## config.mk

```make
export PLATFORM = sky130hd
export DESIGN_NAME = pdhb_cordic
export DESIGN_NICKNAME = d
export VERILOG_FILES = /design/src/rtl/pdhb_pkg.sv /design/src/rtl/pdhb_cordic.sv
export SDC_FILE = /design/constraint.sdc
export NUM_CORES = 1
export LEC_CHECK = 0
export BUFFER_PORTS_ARGS = -buffer_cell sky130_fd_sc_hd__buf_2
export CELL_PAD_IN_SITES_DETAIL_PLACEMENT = 1
export CELL_PAD_IN_SITES_GLOBAL_PLACEMENT = 1
export CORE_ASPECT_RATIO = 1.2
export CORE_MARGIN = 2
export CORE_UTILIZATION = 35
export CTS_BUF_LIST = sky130_fd_sc_hd__clkbuf_8
export CTS_CLUSTER_DIAMETER = 150
export DETAILED_ROUTE_END_ITERATION = 10
export GPL_TIMING_DRIVEN = 0
export PLACE_DENSITY = 0.59
export SLEW_MARGIN = 20
export SYNTH_ARGS = -nofsm -noshare
export SYNTH_HDL_FRONTEND = slang
export SYNTH_SLANG_ARGS = --single-unit
```

## constraint.sdc

```tcl
create_clock -name clk -period 10.5 [get_ports clk]
set_input_delay 2.1 -clock clk [delete_from_list [all_inputs] [get_ports clk]]
set_output_delay 2.1 -clock clk [all_outputs]
set_load 0.02 [all_outputs]
```

## src/rtl/pdhb_pkg.sv

```systemverilog
// Shared types, constants and tables of the polar depth histogram builder.
// Used by pdhb_cordic, polar_depth_histogram_builder and the testbench; depends on nothing.

package pdhb_pkg;

    // Default parameter values.
    localparam int SECTOR_COUNT_DEF = 45;
    localparam int KEEP_NEAREST_DEF = 10;

    // Field and datapath widths.
    localparam int COORD_W      = 16;
    localparam int SECT_W       = 6;
    localparam int DIST_W       = 16;
    localparam int FOV_W        = 18;
    localparam int SPR_W        = 24;
    localparam int ANG_W        = 20;
    localparam int CORD_W       = 34;
    localparam int CORD_SHIFT   = 14;
    localparam int CORDIC_STEPS = 16;
    localparam int STEP_W       = 4;
    localparam int SQ_W         = 32;

    localparam logic signed [ANG_W-1:0] HALF_PI_Q16 = 20'sd102944;

    // Register reset values.
    localparam logic [FOV_W-1:0] RESET_H_FOV = 18'd98368;
    localparam logic [FOV_W-1:0] RESET_V_FOV = 18'd53462;
    localparam logic [SPR_W-1:0] RESET_H_SPR = 24'd1964792;
    localparam logic [SPR_W-1:0] RESET_V_SPR = 24'd3615164;

    // Configuration register indexes.
    typedef enum logic [1:0] {
        CFG_H_FOV = 2'd0,
        CFG_V_FOV = 2'd1,
        CFG_H_SPR = 2'd2,
        CFG_V_SPR = 2'd3
    } cfg_index_t;

    // Item kinds.
    localparam logic KIND_POINT = 1'b0;
    localparam logic KIND_QUERY = 1'b1;

    // Arctangent of 2^-i in Q2.16 radians, rounded to nearest except for i = 1, which is rounded down.
    function automatic logic signed [ANG_W-1:0] atan_entry(input logic [STEP_W-1:0] i);
        logic signed [ANG_W-1:0] v;
        begin
            unique case (i)
                4'd0:    v = 20'sd51472;
                4'd1:    v = 20'sd30385;
                4'd2:    v = 20'sd16055;
                4'd3:    v = 20'sd8150;
                4'd4:    v = 20'sd4091;
                4'd5:    v = 20'sd2047;
                4'd6:    v = 20'sd1024;
                4'd7:    v = 20'sd512;
                4'd8:    v = 20'sd256;
                4'd9:    v = 20'sd128;
                4'd10:   v = 20'sd64;
                4'd11:   v = 20'sd32;
                4'd12:   v = 20'sd16;
                4'd13:   v = 20'sd8;
                4'd14:   v = 20'sd4;
                default: v = 20'sd2;
            endcase
            return v;
        end
    endfunction

endpackage

```

## src/rtl/pdhb_cordic.sv

```systemverilog
// Iterative vectoring CORDIC: atan2(num, den) in signed Q2.16 radians.
// One micro-rotation per cycle; depends on pdhb_pkg.

module pdhb_cordic
(
    input  logic                                  clk,
    input  logic                                  rst_n,
    input  logic                                  start,
    input  logic signed [pdhb_pkg::COORD_W-1:0]   num,
    input  logic signed [pdhb_pkg::COORD_W-1:0]   den,
    output logic                                  done,
    output logic signed [pdhb_pkg::ANG_W-1:0]     angle
);

    logic signed [pdhb_pkg::CORD_W-1:0] x_reg;
    logic signed [pdhb_pkg::CORD_W-1:0] y_reg;
    logic signed [pdhb_pkg::ANG_W-1:0]  acc_reg;
    logic [pdhb_pkg::STEP_W-1:0]        step_reg;
    logic                               busy_reg;
    logic                               done_reg;

    logic signed [pdhb_pkg::CORD_W-1:0] num_ext;
    logic signed [pdhb_pkg::CORD_W-1:0] den_ext;
    logic signed [pdhb_pkg::CORD_W-1:0] x_sh;
    logic signed [pdhb_pkg::CORD_W-1:0] y_sh;
    logic                               both_zero;

    // Operands scaled into the rotation word.
    assign num_ext = {{(pdhb_pkg::CORD_W - pdhb_pkg::COORD_W - pdhb_pkg::CORD_SHIFT){num[15]}},
                      num, {pdhb_pkg::CORD_SHIFT{1'b0}}};
    assign den_ext = {{(pdhb_pkg::CORD_W - pdhb_pkg::COORD_W - pdhb_pkg::CORD_SHIFT){den[15]}},
                      den, {pdhb_pkg::CORD_SHIFT{1'b0}}};
    assign both_zero = (num == '0) && (den == '0);

    assign x_sh = x_reg >>> step_reg;
    assign y_sh = y_reg >>> step_reg;

    // Pre-rotation into the right half plane, then one step per cycle.
    always_ff @(posedge clk or negedge rst_n)
    begin
        if (!rst_n)
        begin
            busy_reg <= 1'b0;
            done_reg <= 1'b0;
            step_reg <= '0;
        end
        else
        begin
            done_reg <= 1'b0;
            if (start)
            begin
                step_reg <= '0;
                if (both_zero)
                begin
                    acc_reg  <= '0;
                    busy_reg <= 1'b0;
                    done_reg <= 1'b1;
                end
                else
                begin
                    busy_reg <= 1'b1;
                    if (den_ext < 0)
                    begin
                        if (num_ext >= 0)
                        begin
                            x_reg   <= num_ext;
                            y_reg   <= -den_ext;
                            acc_reg <= pdhb_pkg::HALF_PI_Q16;
                        end
                        else
                        begin
                            x_reg   <= -num_ext;
                            y_reg   <= den_ext;
                            acc_reg <= -pdhb_pkg::HALF_PI_Q16;
                        end
                    end
                    else
                    begin
                        x_reg   <= den_ext;
                        y_reg   <= num_ext;
                        acc_reg <= '0;
                    end
                end
            end
            else if (busy_reg)
            begin
                if (y_reg >= 0)
                begin
                    x_reg   <= x_reg + y_sh;
                    y_reg   <= y_reg - x_sh;
                    acc_reg <= acc_reg + pdhb_pkg::atan_entry(step_reg);
                end
                else
                begin
                    x_reg   <= x_reg - y_sh;
                    y_reg   <= y_reg + x_sh;
                    acc_reg <= acc_reg - pdhb_pkg::atan_entry(step_reg);
                end
                step_reg <= step_reg + 1'b1;
                if (step_reg == pdhb_pkg::STEP_W'(pdhb_pkg::CORDIC_STEPS - 1))
                begin
                    busy_reg <= 1'b0;
                    done_reg <= 1'b1;
                end
            end
        end
    end

    assign done  = done_reg;
    assign angle = acc_reg;

endmodule

```

==> results.md <==
* Drt first pass iters at 5
* RSZ-0062 raised after global routing: false
* Nets at just under 2000
* Worst Setup Start Kind: register
* Initial DRC count at 953
* Worst path required time at 10.81 ns
* Min cycle time layout at 10.18 ns
* Num CTS Buffers at 9
* Worst hold path class: register to register
* Post-Synthesis Cell Area at roughly 0.015 mm²
* Hold buffers post-CTS at 0
* Post-DP HPWL at 51200 µm
* Critical path's slowest cell: clkbuf_1
* Port Buffers at 52
* Worst-skew pair later-pin latency at approximately 0.46 ns
* Ys async rst share at 6.38%
* Synth Warn # at 0
* Hold Vio Cnt, Final at 0
* Row count at 81
* Post-route ant nets at 0
* Actual slew at the worst max-slew pin at 1.16 ns
* Fin cells at 2349
* Post-synth EDFFs at 88
* Setup violators final at 0
* Vias in the first global route at roughly 15000
* Hold Path Depth at 2
* Area delta synth->final at 8.56%
* Hold Path Origin: x_reg[0]$_SDFFCE_PP0P_
* Core area at 0.0408 mm²
* Gates resized, CTS repair at 0
* Kind of critical path: register to register
* R2R Path End: y_reg[32]$_DFFE_PP_
* CTS tree: done
* Pin count of the biggest net entering global routing at 25
* Outcome: completed
* Clock-pin slew on the worst setup and hold paths at 0.11 ns
* Worst reg-to-reg setup slack at 0.32 ns
* Mean routed wirelength per cell at 27.3 µm
* Fin crit share at 97.0%
* Mapped Cells at 1737
* Worst hold slack at 0.722 ns
* Critical R2R Launch: step_reg[3]$_DFFE_PN0N_
* Die Height at 227 µm
* Routed vias at 14500
* Worst Setup SP: step_reg[3]$_DFFE_PN0N_
* CP endpoint kind: register
* CP max FO at 10
* Final TNS setup at 0 ns
* Met2 GRT Util at 50.7%
* Die area at 0.0431 mm²
* Hold Path End: x_reg[0]$_SDFFCE_PP0P_
* Design Area, Final at 0.0157 mm²
* First-pass GRT wire length at between 90000 and 100000 µm
* Layout cells sized above 1 at 12.2%
* GR Util met3 at 3.48%
* Antenna violations before repair at 1
* Initial Util at 35.5%
* WL final at 64200 µm
* Fillcell total at 4935
* Placed insts at 2332
* Clk sink count at 94
* Seq cells post-synth at 94
* Critical Path AT at 10.49 ns
* GRT Residual Overflow at 0
* H-tree depth reported by CTS at 3
* Worst path most repeated cell: clkbuf_1
* Post-CTS setup buffer count at 0
* Slew Limit Fails at 0
* Vias per cell at 6.19
* GRT busiest layer: met2
* Post-synthesis sequential area ratio at 19.3%
* Max frequency at between 90 and 100 MHz
* Met1 Use GR at 38.4%
* Syn_nets at between 1500 and 2000
* Library cells used by synthesis at 81
* Max Cap Viol at 0
* R2r worst-path depth at 28
* Critical Path Max Stage Delay at 0.76 ns
* Final Skew at 0.0264 ns
* Relative slew slack at 22.7%
* I/O Pins at 56
* GPL Wtd Cong at 0.956
* DRC viols at 0
* DP Area at 0.0155 mm²
* Chip width at 190 µm
* Clock root buffer master: clkbuf_8
* Synth Area per Inst at 8.35 µm²
* Most used DFF post-synth: edfxtp_1
* Gr usage total at 29.9%
* CTS Buffer Depth at 2
cell type report:
| class | count | area (µm²) | area share, % |
|---|---|---|---|
| repair buffers | 56 | 333 | 2.11 |
| clock inverters | 6 | 85.1 | 0.540 |
| clock buffers | 10 | 138 | 0.874 |
| plain buffers | 98 | 452 | 2.87 |
| flip-flops and latches | 94 | 2790 | 17.7 |
| diodes | 1 | 2.50 | 0.0159 |
| multi-input cells | 1491 | 11100 | 70.3 |
| inverters | 54 | 203 | 1.29 |
| well taps | 539 | 674 | 4.28 |
cell families (layout without fill, tap and decap cells):
| family | Yosys count | count (layout) | synth area share, % |
|---|---|---|---|
| buf+inv | 152 | 224 | 4.51 |
| compound gates | 511 | 511 | 22.0 |
| flops | 94 | 94 | 19.3 |
| other cells | 0 | 1 | 0 |
| xor+xnor | 163 | 163 | 9.84 |
| mux | 161 | 161 | 17.1 |
| fa+ha+maj | 105 | 105 | 9.21 |
| simple gates | 551 | 551 | 18.1 |
layout by cell type, fill, tap and decap left out, types with 22 or more instances in the layout:
cell type	instances
xnor2_1	89
o211ai_1	35
inv_1	51
mux2i_1	59
o21ai_0	132
nor3_1	51
a211oi_1	25
clkbuf_1	47
nand3_1	44
buf_1	24
xor2_1	74
a21o_1	31
nor2_1	134
a21oi_1	136
nand2_1	181
edfxtp_1	88
mux4_2	66
buf_2	69
ha_1	102
nand2b_1	22
mux2_2	23
metrics by stage:
stage               setup slack, ns  util (%)
floorplan                      3.69         -
global placement              0.504      37.8
detailed placement            0.595      38.0
CTS                           0.558      38.5
global route                 0.0331      38.6
finish                        0.318      38.6
how the worst max path moves through the flow:
| stage | end | slack, ns | depth (start not counted) |
|---|---|---|---|
| 6_report | y_reg[32]$_DFFE_PP_ | 0.32 | 28 |
| 5_1_grt | y_reg[32]$_DFFE_PP_ | 0.03 | 28 |
| 4_1_cts | y_reg[32]$_DFFE_PP_ | 0.56 | 28 |
| 3_5_place_dp | y_reg[32]$_DFFE_PP_ | 0.59 | 28 |
| 3_3_place_gp | y_reg[32]$_DFFE_PP_ | 0.50 | 28 |
| 2_1_floorplan | x_reg[0]$_SDFFCE_PP0P_ | 3.69 | 4 |
worst max-delay path, delay by kind of cell, from the launching register on:
kind	cells	cell delay [ns]
and+or+nand+nor	9	1.91
xor gates and xnor gates	1	0.37
AOI/OAI and AO/OA	7	2.28
buffers and inverters	8	4.27
muxes	1	0.33
DFF	1	0.33
adders and majority gates	2	0.50
Yosys cell counts, types with 5 or more instances:
master / count / area, µm²
nand3_1: 44 / 220
a2111oi_0: 8 / 70.1
a21boi_0: 5 / 37.5
a31oi_1: 20 / 125
a21o_1: 31 / 233
or3_1: 15 / 93.8
nand3b_1: 5 / 37.5
and2_1: 15 / 93.8
nand2_1: 181 / 679
o21ai_0: 132 / 661
ha_1: 102 / 1280
nand2b_1: 22 / 138
a41oi_1: 6 / 52.6
nor2b_1: 20 / 125
inv_1: 50 / 188
mux4_2: 66 / 1490
a21oi_1: 136 / 681
o31ai_1: 20 / 150
and3_1: 19 / 119
o21ai_1: 16 / 80.1
o21bai_1: 12 / 90.1
mux2_1: 13 / 146
buf_1: 24 / 90.1
buf_2: 16 / 80.1
xnor2_1: 89 / 780
clkbuf_1: 47 / 176
xor2_1: 74 / 648
mux2i_1: 59 / 591
dfrtp_1: 6 / 150
nor2_1: 134 / 503
nor3_1: 51 / 255
edfxtp_1: 88 / 2640
mux2_2: 23 / 259
buf_6: 6 / 67.6
buf_4: 5 / 37.5
a211oi_1: 25 / 188
o21a_1: 15 / 113
o211ai_1: 35 / 263
o22ai_1: 7 / 43.8
or2_2: 11 / 68.8
nor4_1: 5 / 31.3
nand4_1: 6 / 37.5
layer usage:
layer | vias to the layer above | share of wire (%)
li1 | 6629 | -
met3 | 128 | 4.5
met2 | 444 | 47
met1 | 7342 | 44
met5 | - | 0
met4 | 0 | 4.1
Power is not shown: default switching activity piles up to over one toggle a cycle in this logic, so the estimate is an artifact.
